File: src/hw/rtl/cfre_pkg.sv
// Shared widths, port layout and sequencer states of the clock frequency ratio estimator.
package cfre_pkg;

  localparam int ARRIVAL_W  = 48;
  localparam int STAMP_W    = 32;
  localparam int AGAP_W     = 49;
  localparam int DGAP_W     = 33;
  localparam int RATIO_W    = 64;

  localparam int IN_DATA_W  = 80;
  localparam int IN_USER_W  = 1;
  localparam int OUT_DATA_W = 296;
  localparam int OUT_USER_W = 2;

  // out_tdata layout, lowest bit first
  localparam int OUT_PAD_W  = OUT_DATA_W - 2 * (AGAP_W + DGAP_W + RATIO_W);

  typedef enum logic [2:0] {
    ST_IDLE,
    ST_TRACK,
    ST_DIV_ALL,
    ST_DIV_FRAME,
    ST_OUT
  } seq_state_t;

endpackage

File: src/hw/rtl/cfre_track.sv
// One measurement track: previous counter and stamp, wrapped gap calculation.
module cfre_track
  import cfre_pkg::*;
#(
  parameter int CW = 48,
  parameter int SW = 32
) (
  input  logic          clk,
  input  logic          rst_n,
  input  logic          load,
  input  logic          en,
  input  logic [CW-1:0] arrival,
  input  logic [SW-1:0] stamp,
  output logic          valid,
  output logic [CW:0]   arrival_gap,
  output logic [SW:0]   departure_gap
);

  logic [CW-1:0] prev_arrival_r;
  logic [SW-1:0] prev_stamp_r;
  logic          have_prev_r;
  logic          valid_r;
  logic [CW:0]   agap_r;
  logic [SW:0]   dgap_r;

  logic [CW-1:0] adiff;
  logic [SW-1:0] sdiff;
  logic [CW:0]   agap_nxt;
  logic [SW:0]   dgap_nxt;

  // equal values wrap to the full modulus
  always_comb begin
    adiff    = arrival - prev_arrival_r;
    sdiff    = stamp - prev_stamp_r;
    agap_nxt = (adiff == '0) ? {1'b1, {CW{1'b0}}} : {1'b0, adiff};
    dgap_nxt = (sdiff == '0) ? {1'b1, {SW{1'b0}}} : {1'b0, sdiff};
  end

  always_ff @(posedge clk) begin
    if (!rst_n) begin
      prev_arrival_r <= '0;
      prev_stamp_r   <= '0;
      have_prev_r    <= 1'b0;
      valid_r        <= 1'b0;
    end else if (load && en) begin
      prev_arrival_r <= arrival;
      prev_stamp_r   <= stamp;
      have_prev_r    <= 1'b1;
      valid_r        <= have_prev_r;
    end else if (load) begin
      valid_r        <= 1'b0;
    end
  end

  always_ff @(posedge clk) begin
    if (load) begin
      agap_r <= (en && have_prev_r) ? agap_nxt : '0;
      dgap_r <= (en && have_prev_r) ? dgap_nxt : '0;
    end
  end

  assign valid         = valid_r;
  assign arrival_gap   = agap_r;
  assign departure_gap = dgap_r;

endmodule

File: src/hw/rtl/cfre_divider.sv
// Bit-serial restoring divider: one quotient bit per cycle, saturating 64-bit ratio.
module cfre_divider
  import cfre_pkg::*;
#(
  parameter int CW = 48,
  parameter int SW = 32,
  parameter int F  = 16
) (
  input  logic               clk,
  input  logic               rst_n,
  input  logic               start,
  input  logic [CW:0]        num,
  input  logic [SW:0]        den,
  output logic               busy,
  output logic               done,
  output logic [RATIO_W-1:0] ratio
);

  localparam int NUM_W = CW + 1 + F;
  localparam int CNT_W = $clog2(NUM_W + 1);

  logic [NUM_W-1:0] quo_r;
  logic [SW:0]      rem_r;
  logic [SW:0]      den_r;
  logic [CNT_W-1:0] cnt_r;
  logic             busy_r;
  logic             done_r;

  logic [SW+1:0]    trial;
  logic [SW+1:0]    diff;
  logic             ge;
  logic [SW:0]      rem_nxt;

  // remainder stays below the divisor, so it fits SW+1 bits
  always_comb begin
    trial   = {rem_r, quo_r[NUM_W-1]};
    diff    = trial - {1'b0, den_r};
    ge      = (trial >= {1'b0, den_r});
    rem_nxt = ge ? diff[SW:0] : trial[SW:0];
  end

  always_ff @(posedge clk) begin
    if (!rst_n) begin
      busy_r <= 1'b0;
      done_r <= 1'b0;
      cnt_r  <= '0;
    end else begin
      done_r <= 1'b0;
      if (start) begin
        busy_r <= 1'b1;
        cnt_r  <= CNT_W'(NUM_W);
      end else if (busy_r) begin
        cnt_r <= cnt_r - CNT_W'(1);
        if (cnt_r == CNT_W'(1)) begin
          busy_r <= 1'b0;
          done_r <= 1'b1;
        end
      end
    end
  end

  // dividend shifts out at the top while quotient bits shift in at the bottom
  always_ff @(posedge clk) begin
    if (start) begin
      quo_r <= NUM_W'(num) << F;
      rem_r <= '0;
      den_r <= den;
    end else if (busy_r) begin
      quo_r <= {quo_r[NUM_W-2:0], ge};
      rem_r <= rem_nxt;
    end
  end

  generate
    if (NUM_W > RATIO_W) begin : g_sat
      assign ratio = (|quo_r[NUM_W-1:RATIO_W]) ? {RATIO_W{1'b1}} : quo_r[RATIO_W-1:0];
    end else begin : g_nosat
      assign ratio = RATIO_W'(quo_r);
    end
  endgenerate

  assign busy = busy_r;
  assign done = done_r;

endmodule

File: src/hw/rtl/clock_frequency_ratio_estimator.sv
// Top level: two gap tracks, shared serial divider, sequencer and output register.
//
// Channel  Direction  Carries
// in_      slave      arrival_count, sender_stamp (tdata); frame_start (tuser)
// out_     master     gaps and ratios of both tracks (tdata); valid flags (tuser)
//
// Each measuring track runs the one-bit-per-cycle divider once between acceptance and
// out_tvalid; an item without a measurement passes from the track stage straight to the
// output stage.
// Synchronous reset clears the tracks' previous values and flags and empties the output.
// A new item is taken while a finished result waits; a stalled output holds the
// sequencer before it loads the next result.
module clock_frequency_ratio_estimator
  import cfre_pkg::*;
#(
  parameter int COUNT_WIDTH   = 48,
  parameter int STAMP_WIDTH   = 32,
  parameter int FRACTION_BITS = 16
) (
  input  logic                  clk,
  input  logic                  rst_n,
  input  logic                  in_tvalid,
  output logic                  in_tready,
  input  logic [IN_DATA_W-1:0]  in_tdata,   // arrival_count[47:0], sender_stamp[79:48]
  input  logic [IN_USER_W-1:0]  in_tuser,   // frame_start[0]
  output logic                  out_tvalid,
  input  logic                  out_tready,
  // all_arrival_gap, all_departure_gap, all_ratio,
  // frame_arrival_gap, frame_departure_gap, frame_ratio, zero pad
  output logic [OUT_DATA_W-1:0] out_tdata,
  output logic [OUT_USER_W-1:0] out_tuser   // all_valid[0], frame_valid[1]
);

  localparam int CW = COUNT_WIDTH;
  localparam int SW = STAMP_WIDTH;

  seq_state_t state_r, state_nxt;

  logic               in_acc;
  logic [CW-1:0]      arrival;
  logic [SW-1:0]      stamp;

  logic               all_valid, frame_valid;
  logic [CW:0]        all_agap, frame_agap;
  logic [SW:0]        all_dgap, frame_dgap;

  logic               div_start, div_sel_frame, div_busy, div_done;
  logic [CW:0]        div_num;
  logic [SW:0]        div_den;
  logic [RATIO_W-1:0] div_ratio;

  logic               cap_all, cap_frame, clr_ratio, load_out;
  logic [RATIO_W-1:0] all_ratio_r, frame_ratio_r;

  logic                  out_tvalid_r;
  logic [OUT_DATA_W-1:0] out_tdata_r;
  logic [OUT_USER_W-1:0] out_tuser_r;

  assign in_acc  = in_tvalid && in_tready;
  assign arrival = in_tdata[CW-1:0];
  assign stamp   = in_tdata[ARRIVAL_W +: SW];

  cfre_track #(.CW(CW), .SW(SW)) u_track_all (
    .clk           (clk),
    .rst_n         (rst_n),
    .load          (in_acc),
    .en            (1'b1),
    .arrival       (arrival),
    .stamp         (stamp),
    .valid         (all_valid),
    .arrival_gap   (all_agap),
    .departure_gap (all_dgap)
  );

  cfre_track #(.CW(CW), .SW(SW)) u_track_frame (
    .clk           (clk),
    .rst_n         (rst_n),
    .load          (in_acc),
    .en            (in_tuser[0]),
    .arrival       (arrival),
    .stamp         (stamp),
    .valid         (frame_valid),
    .arrival_gap   (frame_agap),
    .departure_gap (frame_dgap)
  );

  assign div_num = div_sel_frame ? frame_agap : all_agap;
  assign div_den = div_sel_frame ? frame_dgap : all_dgap;

  cfre_divider #(.CW(CW), .SW(SW), .F(FRACTION_BITS)) u_divider (
    .clk   (clk),
    .rst_n (rst_n),
    .start (div_start),
    .num   (div_num),
    .den   (div_den),
    .busy  (div_busy),
    .done  (div_done),
    .ratio (div_ratio)
  );

  always_comb begin
    state_nxt = state_r;
    unique case (state_r)
      ST_IDLE: begin
        if (in_acc) state_nxt = ST_TRACK;
      end
      ST_TRACK: begin
        if (all_valid)        state_nxt = ST_DIV_ALL;
        else if (frame_valid) state_nxt = ST_DIV_FRAME;
        else                  state_nxt = ST_OUT;
      end
      ST_DIV_ALL: begin
        if (div_done) state_nxt = frame_valid ? ST_DIV_FRAME : ST_OUT;
      end
      ST_DIV_FRAME: begin
        if (div_done) state_nxt = ST_OUT;
      end
      ST_OUT: begin
        if (!out_tvalid_r || out_tready) state_nxt = ST_IDLE;
      end
      default: state_nxt = ST_IDLE;
    endcase
  end

  always_comb begin
    in_tready     = 1'b0;
    div_start     = 1'b0;
    div_sel_frame = 1'b0;
    cap_all       = 1'b0;
    cap_frame     = 1'b0;
    clr_ratio     = 1'b0;
    load_out      = 1'b0;
    unique case (state_r)
      ST_IDLE: in_tready = 1'b1;
      ST_TRACK: begin
        clr_ratio     = 1'b1;
        div_start     = all_valid || frame_valid;
        div_sel_frame = !all_valid;
      end
      ST_DIV_ALL: begin
        cap_all       = div_done;
        div_start     = div_done && frame_valid;
        div_sel_frame = 1'b1;
      end
      ST_DIV_FRAME: begin
        cap_frame     = div_done;
        div_sel_frame = 1'b1;
      end
      ST_OUT: load_out = !out_tvalid_r || out_tready;
      default: ;
    endcase
  end

  always_ff @(posedge clk) begin
    if (!rst_n) begin
      state_r <= ST_IDLE;
    end else begin
      state_r <= state_nxt;
    end
  end

  always_ff @(posedge clk) begin
    if (clr_ratio) begin
      all_ratio_r   <= '0;
      frame_ratio_r <= '0;
    end else begin
      if (cap_all)   all_ratio_r   <= div_ratio;
      if (cap_frame) frame_ratio_r <= div_ratio;
    end
  end

  always_ff @(posedge clk) begin
    if (!rst_n) begin
      out_tvalid_r <= 1'b0;
    end else if (load_out) begin
      out_tvalid_r <= 1'b1;
    end else if (out_tready) begin
      out_tvalid_r <= 1'b0;
    end
  end

  always_ff @(posedge clk) begin
    if (load_out) begin
      out_tdata_r <= {{OUT_PAD_W{1'b0}},
                      frame_ratio_r, DGAP_W'(frame_dgap), AGAP_W'(frame_agap),
                      all_ratio_r,   DGAP_W'(all_dgap),   AGAP_W'(all_agap)};
      out_tuser_r <= {frame_valid, all_valid};
    end
  end

  assign out_tvalid = out_tvalid_r;
  assign out_tdata  = out_tdata_r;
  assign out_tuser  = out_tuser_r;

`ifndef ASSERT_OFF
  a_frame_implies_all: assert property (@(posedge clk) disable iff (!rst_n)
    out_tvalid |-> (!out_tuser[1] || out_tuser[0]))
    else $error("frame track measured without the all track");

  a_start_when_free: assert property (@(posedge clk) disable iff (!rst_n)
    div_start |-> !div_busy)
    else $error("divider started while busy");

  a_gaps_nonzero: assert property (@(posedge clk) disable iff (!rst_n)
    (out_tvalid && out_tuser[0]) |->
      (out_tdata[AGAP_W-1:0] != '0) && (out_tdata[AGAP_W +: DGAP_W] != '0))
    else $error("measured item carries a zero gap");

  a_accept_to_track: assert property (@(posedge clk) disable iff (!rst_n)
    in_acc |=> (state_r == ST_TRACK))
    else $error("accepted item did not reach the track stage");
`endif

endmodule
File: config.mk
export PLATFORM = sky130hd
export DESIGN_NAME = clock_frequency_ratio_estimator
export DESIGN_NICKNAME = d
export VERILOG_FILES = /design/src/hw/rtl/cfre_pkg.sv /design/src/hw/rtl/cfre_track.sv /design/src/hw/rtl/cfre_divider.sv /design/src/hw/rtl/clock_frequency_ratio_estimator.sv
export SDC_FILE = /design/constraint.sdc
export NUM_CORES = 2
export LEC_CHECK = 0
export ABC_AREA = 1
export BUFFER_PORTS_ARGS = -buffer_cell sky130_fd_sc_hd__buf_4
export CAP_MARGIN = 5
export CORE_ASPECT_RATIO = 1.1
export CORE_MARGIN = 2
export CORE_UTILIZATION = 40
export DETAILED_ROUTE_END_ITERATION = 8
export GPL_TIMING_DRIVEN = 1
export PLACE_DENSITY = 0.57
export RECOVER_POWER = 25
export SLEW_MARGIN = 20
export SYNTH_ARGS = -nofsm -noshare
export SYNTH_HDL_FRONTEND = slang
export SYNTH_SLANG_ARGS = --single-unit
export TNS_END_PERCENT = 20
File: constraint.sdc
create_clock -name clk -period 35.4 [get_ports clk]
set_clock_uncertainty 0.05 [all_clocks]
set_input_delay 1.77 -clock clk [delete_from_list [all_inputs] [get_ports clk]]
set_output_delay 1.77 -clock clk [all_outputs]
set_load 0.1 [all_outputs]
==> impl_metrics.toml <==
[placement]
place.gp.congestion = 0.981
port_buffers = 380
hpwl_um = 122000

[floorplan]
core_sq_mm = 0.116
initial_core_util = 0.401
die_area_sq_mm = 0.119
num_io_pins = 385
die_height_um = 361
fp.dieW_um = 329
rows = 131

[global_routing]
antenna_found_initial = 5
globalRoute.busiestLayer = "met2"
globalRouteMet2Util = 0.389
grt_pass1_vias = 36018
track_usage = 0.257
grt_start_max_net_pins = 96
grt.overflow.total = 0
met3_usage = 0.0346
grt_pass1_wl_um = 230000
gr-usage-met1 = 0.382

[critical_path]
cp.arrival_ps = 6340
cpMostUsedCell = "clkbuf_1"
worstSetupPathType = "input port to flip-flop"
path_max_fanout = 84
crit_required_ps = 35680
path_buf_inv = 3
path_cells = "clkbuf_1 -> nor2_1 -> nor4_1 -> clkbuf_1 -> buf_4"
start_kind = "input port"
max_stage_delay_ps = 2800
critPathCaptureType = "flip-flop"
crit_slowest_cell = "clkbuf_1"
r2r_setup_slack_ps = 30110
cp_top_family = "buffers and inverters"

[power]
p_int_uw = 2380
p_sw_uw = 1890
p_per_area_mw_per_mm2 = 79.4
combPwrFrac = 0.413
seq_power_share = 0.355
p_sw_frac = 0.443
power.leakage_uw = 0.0238
irDropWorstVdd_uv = 47.4
power_frac_clock = 0.232

[clocking]
ctsResizeCount = 0
cts_setup_buffers = 0
path_clk_slew_ps = 60
hold_buffers = 0
cts_tree = "built"
cts_buffers = 93
clockRootBuffer = "clkbuf_16"
clock_sinks = 894
clkLatencyLatePin_ps = 720
clockBufferDepth = 3
htree_levels = 3

[min_path]
hp-class = "flip-flop to flip-flop"

[sta]
tightest_slew_ps = 3960
period_minus_slack_ps = 6060
max_freq_mhz = 165
report.final.slew_viol_count = 285
grt_setup_unrepaired = "false"
finalHoldViolCount = 0
setup_violations = 0
slew-limit-headroom = -1.64
setup_tns_ps = 0
finalCritPeriodShare = 0.171

[synthesis]
synth_cells = 5873
ys_ff_latch = 894
syn_area_sq_mm = 0.0464
ys_warn_count = 0
ys_types = 44
seq_area_frac_synth = 0.502
syn_avg_cell_area_sq_um = 7.90

[route]
ant_nets = 0
viasPerCell = 5.04
drtPass1Iterations = 9
wl_per_cell_um = 19.9
drc_errors = 1
totalWireLength_um = 156000
drtIter0Drc = 3438
vias = 39373

[finish]
multi_input_area_sq_mm = 0.0191
nNetsFinal = 6488
drive_above_1_share = 0.0953
area_growth_pct = 15.9
post-route-util = 0.465
regArea_sq_mm = 0.0233
fill_cells = 11589

[flow_run]
cap_viol_max_count = 5

[outcome]
status = "finished, violations left"
failed_checks = "design-rule violations, max-capacitance violations, max-slew violations"
## cells by family (layout without fill, tap and decap cells)
logic type | after synthesis | in the layout | synth area share
and+or+nand+nor | 2736 | 2736 | 0.237
buffers and inverters | 1048 | 1459 | 0.0869
AOI/OAI and AO/OA | 908 | 908 | 0.103
DFF | 894 | 894 | 0.502
adders and majority gates | 196 | 196 | 0.0537
xor gates and xnor gates | 90 | 90 | 0.0170
other | 1 | 5 | 0.0000808
## flip-flops by register name, summed over array words and instances, names as in the netlist, 48 cells and up
name	cells
all_ratio_r	64
frame_ratio_r	64
out_tdata	292
u_divider.quo_r	65
u_track_all.arrival_gap	49
u_track_all.prev_arrival_r	48
u_track_frame.arrival_gap	49
u_track_frame.prev_arrival_r	48
## stage by stage
stage	power, uW	instance area [sq um]	setup WS, ps	hold WS [ps]	cells
floorplan	2770	46400	4290	359	5876
global placement	3270	50700	29660	363	7641
detailed placement	3280	50700	29710	364	7641
CTS	4280	53800	30460	378	7816
global route	4520	53800	28870	384	7817
finish	4270	53800	29340	376	7817
## cell usage after synthesis (all sizes together)
cell	instances	area share
o211ai	19	0.0031
and3	1	0.00013
o21a	10	0.0016
nor4	7	0.00094
nor3	54	0.0059
nand3	252	0.027
edfxtp	540	0.35
a21o	11	0.0018
nand2	1721	0.14
o21bai	11	0.0018
ha	191	0.052
dfxtp	354	0.15
clkbuf	141	0.011
nand3b	34	0.0055
xor2	37	0.0070
o22ai	66	0.0089
or2	8	0.0011
clkinv	4	0.00032
buf	31	0.0046
a21oi	485	0.052
a221oi	1	0.00019
o41ai	1	0.00019
nand4	48	0.0065
nor2	603	0.049
o21ai	299	0.032
fa	5	0.0022
o31ai	1	0.00016
o221ai	1	0.00019
conb	1	0.000081
a31oi	1	0.00013
and2	8	0.0011
a21boi	1	0.00016
xnor2	53	0.010
a2111oi	1	0.00019
inv	872	0.071
## power groups by stage
stage | Clock [uW] | Combinational (uW) | Sequential [uW]
floorplan | 0 | 982 | 1790
global placement | 0 | 1740 | 1540
detailed placement | 0 | 1740 | 1540
CTS | 1010 | 1750 | 1520
global route | 1060 | 1930 | 1530
finish | 993 | 1760 | 1520
## per-layer routing
metal | vias up | part of all wire
li1 | 19648 | -
met1 | 18254 | 0.48
met2 | 1308 | 0.43
met3 | 159 | 0.064
met4 | 4 | 0.024
met5 | - | 0.00015
## path summary, 6_finish.rpt
| kind | end | from | depth (start not counted) |
|---|---|---|---|
| worst max-delay path | out_tdata[116] | out_tready | 5 |
| worst min-delay path | out_tdata[138] | all_ratio_r[56] | 0 |
| worst max register to register | out_tdata[116] | state_r[2] | 4 |
| worst min register to register | out_tdata[138] | all_ratio_r[56] | 0 |
## cells in the final DEF, fill, tap and decap left out, types with 11 or more instances in the layout
| master | Yosys | routed |
|---|---|---|
| clkbuf_1 | 141 | 28 |
| clkinv_2 | 0 | 17 |
| edfxtp_1 | 540 | 540 |
| nor2_2 | 10 | 11 |
| a21oi_1 | 485 | 484 |
| nor2_1 | 593 | 590 |
| xnor2_1 | 53 | 53 |
| clkbuf_16 | 0 | 96 |
| nand4_1 | 48 | 48 |
| nand3_1 | 252 | 252 |
| buf_4 | 7 | 401 |
| nor3_1 | 53 | 52 |
| o21ai_0 | 294 | 294 |
| nand2_1 | 1719 | 1715 |
| o21bai_1 | 11 | 11 |
| inv_2 | 16 | 18 |
| inv_1 | 856 | 854 |
| a21o_1 | 11 | 11 |
| o211ai_1 | 19 | 19 |
| o22ai_1 | 66 | 66 |
| nand3b_1 | 34 | 34 |
| ha_1 | 191 | 191 |
| xor2_1 | 37 | 37 |
| dfxtp_1 | 354 | 353 |
## layout make-up
type	instances	area share
antenna	1	0.0000465
clock buffer	128	0.0486
clock inverter	47	0.00919
inverter	876	0.0612
multi-input combinational	3934	0.356
sequential	894	0.433
tap	1529	0.0356
timing repair buffer	408	0.0565
Power figures use the tool's default switching activity.
